===== src/rtl/aim_pkg.sv =====
`timescale 1ns / 1ps

package aim_pkg;

   localparam int KIND_W   = 2;
   localparam int VALUE_W  = 32;
   localparam int INDEX_W  = 6;
   localparam int STATUS_W = 2;
   localparam int FILL_W   = 7;

   typedef enum logic [KIND_W-1:0] {
      KIND_APPEND = 2'd0,
      KIND_AFTER  = 2'd1,
      KIND_BEFORE = 2'd2,
      KIND_READ   = 2'd3
   } aim_kind_type;

   typedef enum logic [STATUS_W-1:0] {
      ST_OK        = 2'd0,
      ST_NOT_FOUND = 2'd1,
      ST_FULL      = 2'd2,
      ST_BAD_INDEX = 2'd3
   } aim_status_type;

   typedef enum logic [1:0] {
      RSEL_IDX   = 2'd0,
      RSEL_SCAN  = 2'd1,
      RSEL_SHIFT = 2'd2
   } aim_rsel_type;

   typedef struct packed {
      logic           load_req;
      logic           rd_en;
      aim_rsel_type   rd_sel;
      logic           clr_scan;
      logic           inc_scan;
      logic           init_shift;
      logic           set_pos_end;
      logic           set_pos_found;
      logic           shift_write;
      logic           write_new;
      logic           rsp_load;
      aim_status_type code;
      logic           use_data;
   } aim_cmd_type;

   typedef struct packed {
      aim_kind_type kind;
      logic         full;
      logic         idx_ok;
      logic         count_zero;
      logic         match;
      logic         scan_last;
      logic         shift_done;
      logic         rsp_busy;
   } aim_stat_type;

endpackage


===== src/rtl/aim_ctrl.sv =====
`timescale 1ns / 1ps

module aim_ctrl (
   input  logic                 clock,
   input  logic                 reset,
   input  logic                 req_valid,
   output logic                 req_ready,
   input  aim_pkg::aim_stat_type stat,
   output aim_pkg::aim_cmd_type  cmd
);
   import aim_pkg::*;

   typedef enum logic [2:0] {
      S_IDLE,
      S_DISPATCH,
      S_SRCH_RD,
      S_SRCH_CMP,
      S_SHIFT_CHK,
      S_SHIFT_WR,
      S_FINISH
   } state_type;

   state_type      state_ff, state_in;
   aim_status_type code_ff, code_in;
   logic           use_data_ff, use_data_in;

   assign req_ready = (state_ff == S_IDLE);

   always_comb begin
      cmd          = '0;
      cmd.rd_sel   = RSEL_IDX;
      cmd.code     = code_ff;
      cmd.use_data = use_data_ff;
      state_in     = state_ff;
      code_in      = code_ff;
      use_data_in  = use_data_ff;
      case (state_ff)
         S_IDLE: begin
            if (req_valid) begin
               cmd.load_req = 1'b1;
               state_in     = S_DISPATCH;
            end
         end
         S_DISPATCH: begin
            use_data_in = 1'b0;
            code_in     = ST_OK;
            if (stat.kind == KIND_READ) begin
               if (stat.idx_ok) begin
                  cmd.rd_en   = 1'b1;
                  cmd.rd_sel  = RSEL_IDX;
                  use_data_in = 1'b1;
               end else begin
                  code_in = ST_BAD_INDEX;
               end
               state_in = S_FINISH;
            end else if (stat.full) begin
               code_in  = ST_FULL;
               state_in = S_FINISH;
            end else begin
               cmd.init_shift = 1'b1;
               if (stat.kind == KIND_APPEND) begin
                  cmd.set_pos_end = 1'b1;
                  state_in        = S_SHIFT_CHK;
               end else begin
                  cmd.clr_scan = 1'b1;
                  if (stat.count_zero) begin
                     code_in  = ST_NOT_FOUND;
                     state_in = S_FINISH;
                  end else begin
                     state_in = S_SRCH_RD;
                  end
               end
            end
         end
         S_SRCH_RD: begin
            cmd.rd_en  = 1'b1;
            cmd.rd_sel = RSEL_SCAN;
            state_in   = S_SRCH_CMP;
         end
         S_SRCH_CMP: begin
            if (stat.match) begin
               cmd.set_pos_found = 1'b1;
               state_in          = S_SHIFT_CHK;
            end else if (stat.scan_last) begin
               code_in  = ST_NOT_FOUND;
               state_in = S_FINISH;
            end else begin
               cmd.inc_scan = 1'b1;
               state_in     = S_SRCH_RD;
            end
         end
         S_SHIFT_CHK: begin
            if (stat.shift_done) begin
               cmd.write_new = 1'b1;
               code_in       = ST_OK;
               state_in      = S_FINISH;
            end else begin
               cmd.rd_en  = 1'b1;
               cmd.rd_sel = RSEL_SHIFT;
               state_in   = S_SHIFT_WR;
            end
         end
         S_SHIFT_WR: begin
            cmd.shift_write = 1'b1;
            state_in        = S_SHIFT_CHK;
         end
         S_FINISH: begin
            if (!stat.rsp_busy) begin
               cmd.rsp_load = 1'b1;
               state_in     = S_IDLE;
            end
         end
         default: begin
            state_in = S_IDLE;
         end
      endcase
   end

   always_ff @(posedge clock) begin
      if (reset) begin
         state_ff    <= S_IDLE;
         code_ff     <= ST_OK;
         use_data_ff <= 1'b0;
      end else begin
         state_ff    <= state_in;
         code_ff     <= code_in;
         use_data_ff <= use_data_in;
      end
   end

endmodule


===== src/rtl/aim_dpath.sv =====
`timescale 1ns / 1ps

module aim_dpath #(
   parameter int CAPACITY = 64
) (
   input  logic                                  clock,
   input  logic                                  reset,
   input  aim_pkg::aim_cmd_type                  cmd,
   output aim_pkg::aim_stat_type                 stat,
   input  aim_pkg::aim_kind_type                 req_kind,
   input  logic signed [aim_pkg::VALUE_W-1:0]    req_match_value,
   input  logic signed [aim_pkg::VALUE_W-1:0]    req_new_value,
   input  logic        [aim_pkg::INDEX_W-1:0]    req_read_index,
   input  logic                                  rsp_ready,
   output logic                                  rsp_valid,
   output aim_pkg::aim_status_type               rsp_status,
   output logic signed [aim_pkg::VALUE_W-1:0]    rsp_read_data,
   output logic        [aim_pkg::FILL_W-1:0]     rsp_fill_count
);
   import aim_pkg::*;

   localparam int AW = (CAPACITY > 1) ? $clog2(CAPACITY) : 1;
   localparam int CW = $clog2(CAPACITY + 1);
   localparam int IW = (CW > INDEX_W) ? CW : INDEX_W;

   logic [VALUE_W-1:0] mem [CAPACITY];

   aim_kind_type        kind_ff;
   logic [VALUE_W-1:0]  match_ff;
   logic [VALUE_W-1:0]  value_ff;
   logic [INDEX_W-1:0]  idx_ff;
   logic [VALUE_W-1:0]  rdata_ff;
   logic [CW-1:0]       count_ff, count_in;
   logic [AW-1:0]       scan_ff, scan_in;
   logic [AW-1:0]       shift_ff, shift_in;
   logic [AW-1:0]       pos_ff, pos_in;

   logic                rsp_valid_ff, rsp_valid_in;
   aim_status_type      rsp_status_ff;
   logic [VALUE_W-1:0]  rsp_data_ff;
   logic [FILL_W-1:0]   rsp_fill_ff;

   logic [AW-1:0]       rd_addr;
   logic                wr_en;
   logic [VALUE_W-1:0]  wr_data;

   always_comb begin
      case (cmd.rd_sel)
         RSEL_IDX:   rd_addr = AW'(idx_ff);
         RSEL_SCAN:  rd_addr = scan_ff;
         RSEL_SHIFT: rd_addr = shift_ff - AW'(1);
         default:    rd_addr = scan_ff;
      endcase
   end

   assign wr_en   = cmd.shift_write | cmd.write_new;
   assign wr_data = cmd.shift_write ? rdata_ff : value_ff;

   always_ff @(posedge clock) begin
      if (wr_en) begin
         mem[shift_ff] <= wr_data;
      end
      if (cmd.rd_en) begin
         rdata_ff <= mem[rd_addr];
      end
   end

   always_comb begin
      count_in = count_ff;
      scan_in  = scan_ff;
      shift_in = shift_ff;
      pos_in   = pos_ff;
      if (cmd.write_new) begin
         count_in = count_ff + CW'(1);
      end
      if (cmd.clr_scan) begin
         scan_in = '0;
      end else if (cmd.inc_scan) begin
         scan_in = scan_ff + AW'(1);
      end
      if (cmd.init_shift) begin
         shift_in = AW'(count_ff);
      end else if (cmd.shift_write) begin
         shift_in = shift_ff - AW'(1);
      end
      if (cmd.set_pos_end) begin
         pos_in = AW'(count_ff);
      end else if (cmd.set_pos_found) begin
         pos_in = (kind_ff == KIND_AFTER) ? scan_ff + AW'(1) : scan_ff;
      end
   end

   always_ff @(posedge clock) begin
      if (reset) begin
         count_ff <= '0;
      end else begin
         count_ff <= count_in;
      end
      scan_ff  <= scan_in;
      shift_ff <= shift_in;
      pos_ff   <= pos_in;
      if (cmd.load_req) begin
         kind_ff  <= req_kind;
         match_ff <= req_match_value;
         value_ff <= req_new_value;
         idx_ff   <= req_read_index;
      end
   end

   always_comb begin
      rsp_valid_in = rsp_valid_ff;
      if (cmd.rsp_load) begin
         rsp_valid_in = 1'b1;
      end else if (rsp_ready) begin
         rsp_valid_in = 1'b0;
      end
   end

   always_ff @(posedge clock) begin
      if (reset) begin
         rsp_valid_ff <= 1'b0;
      end else begin
         rsp_valid_ff <= rsp_valid_in;
      end
      if (cmd.rsp_load) begin
         rsp_status_ff <= cmd.code;
         rsp_data_ff   <= cmd.use_data ? rdata_ff : '0;
         rsp_fill_ff   <= FILL_W'(count_ff);
      end
   end

   assign stat.kind       = kind_ff;
   assign stat.full       = (count_ff >= CW'(CAPACITY));
   assign stat.idx_ok     = (IW'(idx_ff) < IW'(count_ff));
   assign stat.count_zero = (count_ff == '0);
   assign stat.match      = (rdata_ff == match_ff);
   assign stat.scan_last  = ((CW'(scan_ff) + CW'(1)) >= count_ff);
   assign stat.shift_done = (shift_ff == pos_ff);
   assign stat.rsp_busy   = rsp_valid_ff & ~rsp_ready;

   assign rsp_valid      = rsp_valid_ff;
   assign rsp_status     = rsp_status_ff;
   assign rsp_read_data  = rsp_data_ff;
   assign rsp_fill_count = rsp_fill_ff;

`ifndef SYNTHESIS
   a_count_bound: assert property (@(posedge clock) disable iff (reset)
      count_ff <= CW'(CAPACITY))
      else $error("fill count beyond capacity");

   a_load_free: assert property (@(posedge clock) disable iff (reset)
      cmd.rsp_load |-> !(rsp_valid_ff && !rsp_ready))
      else $error("result loaded over a stalled item");

   a_count_step: assert property (@(posedge clock) disable iff (reset)
      cmd.write_new |=> count_ff == $past(count_ff) + CW'(1))
      else $error("fill count did not advance on write");

   a_one_write: assert property (@(posedge clock) disable iff (reset)
      !(cmd.shift_write && cmd.write_new))
      else $error("two writes in one cycle");

   a_shift_above: assert property (@(posedge clock) disable iff (reset)
      cmd.shift_write |-> shift_ff > pos_ff)
      else $error("shift below insert position");
`endif

endmodule


===== src/rtl/array_insert_at_match_unit.sv =====
`timescale 1ns / 1ps

// channel  direction  handshake                  payload
// req      in         req_tvalid / req_tready    req_tdata, req_tuser
// rsp      out        rsp_tvalid / rsp_tready    rsp_tdata
//
// Entries sit in one memory array, used for one read or one write per cycle.
// Read and store-full requests go from dispatch straight to the finish step.
// Append writes at fill count n. Insert with first match at m, insert position p
// (m+1 after, m before) moves entries p..n-1 up and writes at p; no match: not-found.
// Reset clears the fill count and the result valid flag; entries stay unset.
// A new item is taken while a result waits; a stalled result holds the finish step.

module array_insert_at_match_unit #(
   parameter int CAPACITY = 64
) (
   input  logic        clock,
   input  logic        reset,
   input  logic        req_tvalid,
   output logic        req_tready,
   // [31:0] match_value, [63:32] new_value, [69:64] read_index, [71:70] zero
   input  logic [71:0] req_tdata,
   // [1:0] kind
   input  logic [1:0]  req_tuser,
   output logic        rsp_tvalid,
   input  logic        rsp_tready,
   // [1:0] status, [33:2] read_data, [40:34] fill_count, [47:41] zero
   output logic [47:0] rsp_tdata
);
   import aim_pkg::*;

   aim_cmd_type            cmd;
   aim_stat_type           stat;
   aim_status_type         rsp_status;
   logic [VALUE_W-1:0]     rsp_read_data;
   logic [FILL_W-1:0]      rsp_fill_count;

   aim_ctrl u_ctrl (
      .clock     (clock),
      .reset     (reset),
      .req_valid (req_tvalid),
      .req_ready (req_tready),
      .stat      (stat),
      .cmd       (cmd)
   );

   aim_dpath #(
      .CAPACITY (CAPACITY)
   ) u_dpath (
      .clock           (clock),
      .reset           (reset),
      .cmd             (cmd),
      .stat            (stat),
      .req_kind        (aim_kind_type'(req_tuser)),
      .req_match_value (req_tdata[31:0]),
      .req_new_value   (req_tdata[63:32]),
      .req_read_index  (req_tdata[69:64]),
      .rsp_ready       (rsp_tready),
      .rsp_valid       (rsp_tvalid),
      .rsp_status      (rsp_status),
      .rsp_read_data   (rsp_read_data),
      .rsp_fill_count  (rsp_fill_count)
   );

   assign rsp_tdata = {7'd0, rsp_fill_count, rsp_read_data, rsp_status};

endmodule

===== config.mk =====
export PLATFORM = sky130hd
export DESIGN_NAME = array_insert_at_match_unit
export DESIGN_NICKNAME = d
export VERILOG_FILES = /design/src/rtl/aim_pkg.sv /design/src/rtl/aim_ctrl.sv /design/src/rtl/aim_dpath.sv /design/src/rtl/array_insert_at_match_unit.sv
export SDC_FILE = /design/constraint.sdc
export NUM_CORES = 2
export LEC_CHECK = 0
export CORE_MARGIN = 4
export CORE_UTILIZATION = 63
export DETAILED_ROUTE_END_ITERATION = 12
export DONT_BUFFER_PORTS = 1
export GPL_TIMING_DRIVEN = 0
export PLACE_DENSITY = 0.81
export SYNTH_ARGS = -nofsm -noshare
export SYNTH_HDL_FRONTEND = slang
export SYNTH_SLANG_ARGS = --single-unit

===== constraint.sdc =====
create_clock -name clock -period 7.8 [get_ports clock]
set_clock_uncertainty 0.15 [all_clocks]
set_input_delay 1.56 -clock clock [delete_from_list [all_inputs] [get_ports clock]]
set_output_delay 1.56 -clock clock [all_outputs]
set_load 0.03 [all_outputs]

==> run summary <==
status = finished with violations
failing checks = max-capacitance violations, max-slew violations
Ys Warns = 0
required time of the critical path = 8.24 ns
most used cell along the critical path = nand4_1
CP Launch Type = flop
Pre-antenna DRT Iters = 8
WL final = 266000 µm
Comb power frac = 0.291
layout cell share with drive strength beyond 1 = 0.0827
IO Count = 128
Sw Ratio = 0.361
Peak VDD IR = 0.332 mV
Die Ht = 380 µm
core footprint = 137000 µm²
HP Class = flop to flop
H-tree levels = 4
fillcell total = 8108
measured slew at the worst slew-check pin = 1.56 ns
fin crit share = 0.785
Leak = 0.0333 µW
row count = 136
Synth Area per Inst = 13.7 µm²
initial core utilization = 0.635
first-pass GRT wire length = 377000 µm
critical path arrival = 6.57 ns
Max Cap Violations = 1
critical path's slowest cell = clkbuf_1
ranking of synthesized cells by area = edfxtp_1 76%, nand2_1 7.6%, nand3_1 5.9%
Worst setup EP type = flop
Post-CTS Setup Inserts = 0
Hold Worst Slack = 0.283 ns
slowest stage delay, CP = 1.04 ns
pin count of the biggest net entering global routing = 65
Top FF cell, synth = edfxtp_1
Worst Path Buf+Inv = 3
initial antenna violation count = 22
cts-stage hold buffer count = 0
Power Dens Cells = 347 nW/µm²
Final Hold Violating Endpoints = 0
FFs w/ async S/R, synth = 0
post-synth top area share = 0.758
Sinks on Clock Net = 2225
Clock transition at path regs = 0.07 ns
number of synthesized flops with an enable pin = 2205
Int Pwr = 21900 µW
clock share of power = 0.295
final-report max-slew violation count = 11
TritonCTS clock tree = yes
Netlist cell types = 60
setup slack after layout = 1.67 ns
placed cell area = 91700 µm²
post-route cell area = 98700 µm²
area leader, netlist = edfxtp_1
highest clock rate = 163 MHz
Crit Path Class = flop to flop
Mapped Area = 87300 µm²
# port buffers = 0
CP Cell Sequence = inv_1, ha_1, xnor2_1, nand2_1, a21oi_1, a211o_1, buf_2, nor2_2, clkbuf_1, a32oi_1, nand4_1, nand4_1, or3_1
GRT overflow = 0
WL per Instance = 30.7 µm
maximum clock path buffer count = 3
vias in the first global route = 55700
Crit path max-delay family = simple AND/OR/NAND/NOR gates
Final nets = 6777
Switch Pwr = 12400 µW
CTS Buf Count = 212
vias per std cell = 6.71
Power Total = 34300 µW
# setup viols final = 0
most frequent cells in the layout = 2205 x edfxtp_1, 1757 x nand2_1, 1031 x nand3_1
slew margin rel. = -0.0377
ANT nets after route = 0
post-cts resize count = 0
fin crit period = 6.13 ns
via count = 58300
drt initial violations = 10100
Seq/Total Area, Yosys = 0.763
RSZ-0062 raised after global routing = false
clk_lat worst skew = 0.85 ns
Max FO, Critical Path = 11
DRC viols = 0
most common cell after layout, fill and taps aside = edfxtp_1
die area = 145000 µm²
area delta synth->final = 13.0%
Flop pwr share = 0.414
Mapped Cells = 6385
HPWL Detailed = 175000 µm
die width = 380 µm
Yosys reg bits = 2225
Root Buffer = clkbuf_16
DP Worst Slack = 2.28 ns
setup tns final = 0 ns
total track usage = 0.362
global placer's final weighted congestion = 0.971
## routing by layer
metal,vias to the layer above,share of wire,GRT usage
met5,-,0.00055,0
met4,8,0.073,0.214
met1,28000,0.32,0.451
met2,5138,0.44,0.540
li1,24200,-,-
met3,937,0.17,0.146
## registers in the layout (all words and copies together), names as in the netlist, 2 cells and up
name and flops:
u_dpath.rdata_ff 32, u_dpath.idx_ff 6, u_dpath.scan_ff 6, u_dpath.rsp_read_data 32, u_dpath.mem 2048, u_ctrl.code_ff 2, u_dpath.shift_ff 6, u_ctrl.state_ff 3
u_dpath.kind_ff 2, u_dpath.pos_ff 6, u_dpath.rsp_status 2, u_dpath.count_ff 7, u_dpath.value_ff 32, u_dpath.rsp_fill_count 7, u_dpath.match_ff 32
## power groups by stage
stage	registers, µW	logic, µW	clock network, µW
after floorplan	14300	5220	0
after global placement	14400	8920	0
after detailed placement	14400	9330	0
after CTS	14200	9460	10100
after global routing	14200	10300	10600
final	14200	9970	10100
## metrics by stage
| stage | utilization | std cells |
|---|---|---|
| floorplan | - | 6391 |
| global placement | 0.652 | 8185 |
| detailed placement | 0.667 | 8261 |
| CTS | 0.717 | 8658 |
| global route | 0.717 | 8662 |
| finish | 0.718 | 8682 |
## cell families after synthesis
family                     Yosys count  share of synthesized area
DFF                               2225                      0.763
buffers and inverters              408                     0.0188
other                                1                  0.0000430
adders and majority gates           16                    0.00229
muxes                              232                     0.0271
AOI/OAI and AO/OA                  200                     0.0185
xor gates and xnor gates            62                    0.00622
and+or+nand+nor                   3241                      0.164
## cells in the mapped netlist, drive strengths merged (10+ instances only)
master	count
nor2	118
a32oi	128
nand2b	13
or3	39
a21o	10
xnor2	25
o21ai	14
nand4	197
nor4	13
inv	15
xor2	37
a21oi	22
edfxtp	2205
nor3	20
mux2	34
nand2	1757
dfxtp	20
buf	84
and2	34
clkbuf	309
ha	16
nand3	1031
mux2i	198
## worst paths after layout
check	to	start	slack, ns	cells past startpoint
setup / recovery	u_dpath.rdata_ff[25]$_DFFE_PP_	u_dpath.shift_ff[1]$_DFFE_PP_	1.67	13
hold reg to reg	u_dpath.rsp_status[0]$_DFFE_PP_	u_ctrl.code_ff[0]$_SDFFE_PP0P_	0.28	0
hold / removal	u_dpath.rsp_status[0]$_DFFE_PP_	u_ctrl.code_ff[0]$_SDFFE_PP0P_	0.28	0
setup reg to reg	u_dpath.rdata_ff[25]$_DFFE_PP_	u_dpath.shift_ff[1]$_DFFE_PP_	1.67	13
## final cells by class
class / instances / area [µm²] / area share
plain buffers: 393 / 1590 / 0.0161
flip-flops and latches: 2225 / 66600 / 0.675
well taps: 1794 / 2240 / 0.0227
repair buffers: 78 / 1620 / 0.0164
multi-input cells: 3758 / 19700 / 0.200
clock buffers: 261 / 5620 / 0.0569
inverters: 15 / 56.3 / 0.000571
clock inverters: 136 / 1170 / 0.0118
diodes: 22 / 55.1 / 0.000558
(Power assumes the default switching activity.)
